--- config.mk ---
export PLATFORM = sky130hd
export DESIGN_NAME = icdf_ctrl
export DESIGN_NICKNAME = d
export VERILOG_FILES = /design/src/hw/rtl/icdf_pkg.sv /design/src/hw/rtl/icdf_ctrl.sv
export SDC_FILE = /design/constraint.sdc
export NUM_CORES = 1
export LEC_CHECK = 0
export BUFFER_PORTS_ARGS = -buffer_cell sky130_fd_sc_hd__buf_4
export CAP_MARGIN = 40
export CORE_MARGIN = 2
export CORE_UTILIZATION = 45
export DETAILED_ROUTE_END_ITERATION = 12
export PLACE_DENSITY = 0.67
export SYNTH_ARGS = -nofsm -noshare
export SYNTH_HDL_FRONTEND = slang
export SYNTH_SLANG_ARGS = --single-unit
--- constraint.sdc ---
create_clock -name clk -period 3.6 [get_ports clk]
set_input_delay 0.72 -clock clk [delete_from_list [all_inputs] [get_ports clk]]
set_output_delay 0.72 -clock clk [all_outputs]
set_load 0.01 [all_outputs]
--- src/hw/rtl/icdf_pkg.sv ---
// Shared types and constants for the inverse-CDF table sampler.
// Holds table geometry, fixed-point widths, item structs and the controller-to-datapath command.
// No dependencies; every other file refers to it by scoped names.
package icdf_pkg;

	// Table geometry (entry count is a power of two, so the final scaling is a shift)
	localparam int unsigned TABLE_ENTRIES = 1024;
	localparam int unsigned FRAC_BITS     = 16;
	localparam int unsigned IDX_W         = $clog2(TABLE_ENTRIES);
	localparam int unsigned PROBES        = IDX_W;

	// Field widths of the item structs
	localparam int unsigned OP_W    = 1;
	localparam int unsigned BIN_W   = 10;
	localparam int unsigned PROB_W  = 32;
	localparam int unsigned SCALE_W = 32;
	localparam int unsigned VEL_W   = 32;

	// Fraction divide: numerator is (sample - lower) with FRAC_BITS zeros appended
	localparam int unsigned DIV_STEPS = PROB_W + FRAC_BITS;
	localparam int unsigned NUM_W     = DIV_STEPS;
	localparam int unsigned CNT_W     = $clog2(DIV_STEPS);

	// Position and scaling product, multiply split into two partial products
	localparam int unsigned POS_W  = NUM_W + 1;
	localparam int unsigned LO_W   = (POS_W + 1) / 2;
	localparam int unsigned HI_W   = POS_W - LO_W;
	localparam int unsigned PROD_W = SCALE_W + POS_W;
	localparam int unsigned SHIFT  = IDX_W + FRAC_BITS;

	localparam logic [IDX_W-1:0] TOP_STEP = {1'b1, {(IDX_W-1){1'b0}}};
	localparam logic [IDX_W-1:0] LAST_IDX = IDX_W'(TABLE_ENTRIES - 1);
	localparam logic [IDX_W-1:0] BASE_MAX = IDX_W'(TABLE_ENTRIES - 2);

	localparam logic [SCALE_W-1:0] VSCALE_RESET = SCALE_W'(65536);

	// Item operation codes
	localparam logic [OP_W-1:0] OP_WRITE = 1'b0;
	localparam logic [OP_W-1:0] OP_QUERY = 1'b1;

	typedef struct packed {
		logic [OP_W-1:0]   op;
		logic [BIN_W-1:0]  entry_index;
		logic [PROB_W-1:0] entry_value;
		logic [PROB_W-1:0] uniform_sample;
	} in_item_t;

	typedef struct packed {
		logic [VEL_W-1:0] velocity;
		logic [BIN_W-1:0] bin_found;
		logic             extrapolated;
		logic             flat_bin;
		logic             saturated;
	} result_t;

	// Table read address source
	typedef enum logic [1:0] {
		RA_FIRST,
		RA_CAND,
		RA_BASE,
		RA_NEXT
	} rd_sel_t;

	typedef struct packed {
		logic    wr_en;
		logic    load;
		logic    rd_en;
		rd_sel_t rd_sel;
		logic    chk_below;
		logic    probe;
		logic    fix;
		logic    lat_lower;
		logic    div_init;
		logic    div_step;
		logic    pos_calc;
		logic    mul_lo;
		logic    mul_hi;
		logic    mul_sum;
		logic    emit;
	} dp_cmd_t;

endpackage

--- src/hw/rtl/icdf_ctrl.sv ---
// Sequencer for the inverse-CDF table sampler.
// Walks one query through read, bisection, divide and scaling; drives icdf_pkg::dp_cmd_t.
// Depends on icdf_pkg.
module icdf_ctrl (
	input  logic                          clk,
	input  logic                          arst_n,
	input  logic                          start,
	input  logic [icdf_pkg::OP_W-1:0]     op,
	output logic                          busy,
	output icdf_pkg::dp_cmd_t             cmd
);

	typedef enum logic [3:0] {
		ST_IDLE,
		ST_RD_FIRST,
		ST_CHK_FIRST,
		ST_PROBE_RD,
		ST_PROBE_CMP,
		ST_FIX,
		ST_RD_LO,
		ST_RD_HI,
		ST_DIV_SETUP,
		ST_DIV,
		ST_POS,
		ST_MUL_LO,
		ST_MUL_HI,
		ST_SUM,
		ST_OUT
	} state_t;

	state_t                         state_q;
	logic [icdf_pkg::CNT_W-1:0]     cnt_q;
	logic                           busy_q;

	// State, step counter and busy flag
	always_ff @(posedge clk or negedge arst_n) begin
		if (!arst_n) begin
			state_q <= ST_IDLE;
			cnt_q   <= '0;
			busy_q  <= 1'b0;
		end else begin
			case (state_q)
				ST_IDLE: begin
					if (start && (op == icdf_pkg::OP_QUERY)) begin
						state_q <= ST_RD_FIRST;
						busy_q  <= 1'b1;
					end
				end
				ST_RD_FIRST:  state_q <= ST_CHK_FIRST;
				ST_CHK_FIRST: begin
					state_q <= ST_PROBE_RD;
					cnt_q   <= icdf_pkg::CNT_W'(icdf_pkg::PROBES - 1);
				end
				ST_PROBE_RD:  state_q <= ST_PROBE_CMP;
				ST_PROBE_CMP: begin
					if (cnt_q == '0) begin
						state_q <= ST_FIX;
					end else begin
						cnt_q   <= cnt_q - 1'b1;
						state_q <= ST_PROBE_RD;
					end
				end
				ST_FIX:       state_q <= ST_RD_LO;
				ST_RD_LO:     state_q <= ST_RD_HI;
				ST_RD_HI:     state_q <= ST_DIV_SETUP;
				ST_DIV_SETUP: begin
					state_q <= ST_DIV;
					cnt_q   <= icdf_pkg::CNT_W'(icdf_pkg::DIV_STEPS - 1);
				end
				ST_DIV: begin
					if (cnt_q == '0) begin
						state_q <= ST_POS;
					end else begin
						cnt_q <= cnt_q - 1'b1;
					end
				end
				ST_POS:    state_q <= ST_MUL_LO;
				ST_MUL_LO: state_q <= ST_MUL_HI;
				ST_MUL_HI: state_q <= ST_SUM;
				ST_SUM:    state_q <= ST_OUT;
				ST_OUT: begin
					state_q <= ST_IDLE;
					busy_q  <= 1'b0;
				end
				default: begin
					state_q <= ST_IDLE;
					busy_q  <= 1'b0;
				end
			endcase
		end
	end

	assign busy = busy_q;

	// Decode datapath commands from the state
	always_comb begin
		cmd        = '0;
		cmd.rd_sel = icdf_pkg::RA_FIRST;
		case (state_q)
			ST_IDLE: begin
				cmd.wr_en = start && (op == icdf_pkg::OP_WRITE);
				cmd.load  = start && (op == icdf_pkg::OP_QUERY);
			end
			ST_RD_FIRST: begin
				cmd.rd_en  = 1'b1;
				cmd.rd_sel = icdf_pkg::RA_FIRST;
			end
			ST_CHK_FIRST: cmd.chk_below = 1'b1;
			ST_PROBE_RD: begin
				cmd.rd_en  = 1'b1;
				cmd.rd_sel = icdf_pkg::RA_CAND;
			end
			ST_PROBE_CMP: cmd.probe = 1'b1;
			ST_FIX:       cmd.fix   = 1'b1;
			ST_RD_LO: begin
				cmd.rd_en  = 1'b1;
				cmd.rd_sel = icdf_pkg::RA_BASE;
			end
			ST_RD_HI: begin
				cmd.rd_en     = 1'b1;
				cmd.rd_sel    = icdf_pkg::RA_NEXT;
				cmd.lat_lower = 1'b1;
			end
			ST_DIV_SETUP: cmd.div_init = 1'b1;
			ST_DIV:       cmd.div_step = 1'b1;
			ST_POS:       cmd.pos_calc = 1'b1;
			ST_MUL_LO:    cmd.mul_lo   = 1'b1;
			ST_MUL_HI:    cmd.mul_hi   = 1'b1;
			ST_SUM:       cmd.mul_sum  = 1'b1;
			ST_OUT:       cmd.emit     = 1'b1;
			default:      cmd.emit     = 1'b0;
		endcase
	end

endmodule

==> flow_metrics.tcl <==
set metrics [dict create \
    status "complete, no violations" \
    synth_nets 105 \
    antenna_found_initial 0 \
    cts_tree "built" \
    nNetsFinal 125 \
    hpwl_um 1380 \
    dieArea_um2 2180 \
    synth-compound-area-share 0.232 \
    syn_area_um2 820 \
    p_int_mw 0.451 \
    vias 815 \
    cp_max_fo 16 \
    detail-route-antenna-nets 0 \
    critPathArrivalTime_ps 1660 \
    die_w_um 46.7 \
    netSwitchingFraction 0.465 \
    fin_crit_sh 0.660 \
    initial_core_util 0.475 \
    relSlewSlack 0.648 \
    postCtsSetupRepairBufs 0 \
    wl_per_cell_um 12.5 \
    fin_ws_ps 1220 \
    pwr-share-comb 0.550 \
    worst_slew_pin_slew_ps 528 \
    muxShareOfSynthArea 0.0122 \
    pin_count 21 \
    grt_pass1_wl_um 2950 \
    cts_made_buffers 3 \
    cts.path.max_buffers 2 \
    path_clk_slew_ps 70 \
    fin_worst_hold_slack_ps 270 \
    drt-initial-drc-count 15 \
    grt_max_degree 19 \
    instances_no_fill 144 \
    power.density_nw_per_um2 839 \
    finalSetupViolCount 0 \
    final_cell_mix "20 x buf_4, 19 x nor2_1, 11 x dfrtp_1" \
    synth-seq-cells 11 \
    core_area_um2 1730 \
    drt-total-wl_um 1800 \
    synthXorXnorAreaFrac 0.0107 \
    power_leakage_nw 0.468 \
    p_sw_mw 0.392 \
    power_frac_clock 0.101 \
    clkLatencyLatePin_ps 270 \
    layout_min_cycle_time_ps 2380 \
    fin_setup_tns_ps 0 \
    worstSetupPathType "flip-flop to output pin" \
    synth_cells 100 \
    cts-resized-gates 0 \
    hold_viol 0 \
    critical_path_required_ps 2880 \
    cap_viol_max_count 0 \
    synth.distinct_cells 36 \
    drv_slew 0 \
    ir_drop_v 0.000521 \
    start_kind "flip-flop" \
    gp_congestion 0.832 \
    place_inst 140 \
    yosysSeqAreaShare 0.336 \
    timing.fmax_mhz 421 \
    seq_power_share 0.349 \
    track_usage 0.192 \
    hold_buffers 0 \
    grt_pass1_vias 646 \
    drive_gt1_frac 0.261 \
    die_h_um 46.7 \
    root_buffer "clkbuf_4" \
    hold_path.class "primary input to async pin" \
    rsz0062_at_grt "false" \
    synth_area_per_cell_um2 8.20 \
    synthSimpleGateAreaFrac 0.344 \
    io_buffers 20 \
    areaGrowthSynthToFinish_pct 22.6 \
    remaining_drc_errors 0 \
    clock-sinks 11 \
    num_antenna_cells 0 \
    crit_path_end_kind "output pin" \
    synth_top_family_by_area "simple AND/OR/NAND/NOR gates" \
    cts_max_level 1 \
    synth_fa_ha_area_frac 0.0153 \
    yosysWarnings 0 \
    avgViaCountPerCell 5.66 \
    drtPass1Iterations 4 \
    place_ws_ps 1520 \
    num_rows 15 \
    fin_skew_ps 0.514 \
    final_common_cell "buf_4" \
    overflow 0 \
]
==> synthesized netlist by cell type, drive strengths merged <==
library cell / instances / area (um2)
dfrtp: 11 / 275
o311ai: 1 / 16.3
o22ai: 1 / 6.26
nand3b: 1 / 7.51
a211o: 1 / 8.76
xnor2: 1 / 8.76
or2: 1 / 6.26
a21o: 2 / 15.0
o21a: 1 / 7.51
clkbuf: 2 / 7.51
nand2: 8 / 30.0
o2111ai: 1 / 8.76
a31oi: 2 / 12.5
a21oi: 5 / 36.3
a221oi: 1 / 8.76
or3: 2 / 17.5
and2: 1 / 6.26
o21ai: 3 / 15.0
ha: 1 / 12.5
nor3: 4 / 20.0
a2bb2oi: 1 / 15.0
nor2: 19 / 71.3
buf: 3 / 15.0
nor4b: 3 / 38.8
o211a: 2 / 20.0
or3b: 1 / 8.76
o22a: 1 / 8.76
inv: 5 / 18.8
mux2i: 1 / 10.0
o221a: 1 / 11.3
nand2b: 8 / 50.1
nand3: 5 / 25.0
==> layout make-up <==
class,instances,area [um2]
repair buffers,20,150
flip-flops and latches,11,275
fillers,172,722
inverters,5,18.8
multi-input cells,79,503
clock buffers,4,26.3
well taps,25,31.3
==> power groups by stage <==
stage,clock (mW),combinational (mW),sequential (mW)
final,0.0848,0.464,0.294
after global routing,0.0956,0.512,0.310
after CTS,0.0884,0.467,0.293
after detailed placement,0,0.465,0.296
after global placement,0,0.466,0.291
after floorplan,0,0.397,0.224
==> layer usage <==
metal  part of all wire  global-route usage
met1               0.47               0.287
met2               0.46               0.267
met3              0.054              0.0353
met4             0.0067              0.0833
met5                  0                   0
==> state kept, by name, indices dropped and copies added, names as in the netlist <==
signal	cells
cnt_q	6
state_q	4
busy	1
==> path summary, 6_finish.rpt <==
kind	startpoint	endpoint	slack, ps	depth (start not counted)
max	state_q[1]$_DFFE_PN0P_	cmd[10]	1220	2
min	arst_n	cnt_q[4]$_DFFE_PN0P_	270	1
max reg2reg	state_q[1]$_DFFE_PN0P_	cnt_q[1]$_DFFE_PN0P_	1860	4
min reg2reg	busy$_DFFE_PN0P_	busy$_DFFE_PN0P_	510	1
max in group asynchronous	arst_n	state_q[0]$_DFFE_PN0P_	3180	1
min in group clk	busy$_DFFE_PN0P_	busy$_DFFE_PN0P_	510	1
==> worst max-delay path: stages (launching register included) <==
cell     delay [ps]
dfrtp_1         680
nor4b_2         500
buf_4           210
==> metrics by stage <==
stage / instance area (um2) / util / total power [mW]
after floorplan: 820 / - / 0.621
after global placement: 978 / 0.567 / 0.757
after detailed placement: 978 / 0.567 / 0.761
after CTS: 1000 / 0.582 / 0.849
after global routing: 1000 / 0.582 / 0.918
final: 1000 / 0.582 / 0.843
==> cells by family (layout without fill, tap and decap cells) <==
| family | count (synthesis) | after routing |
|---|---|---|
| buf+inv | 10 | 29 |
| simple gates | 53 | 53 |
| fa+ha+maj | 1 | 1 |
| mux | 1 | 1 |
| flops | 11 | 11 |
| xor+xnor | 1 | 1 |
| compound gates | 23 | 23 |
Power figures use the tool's default switching activity.
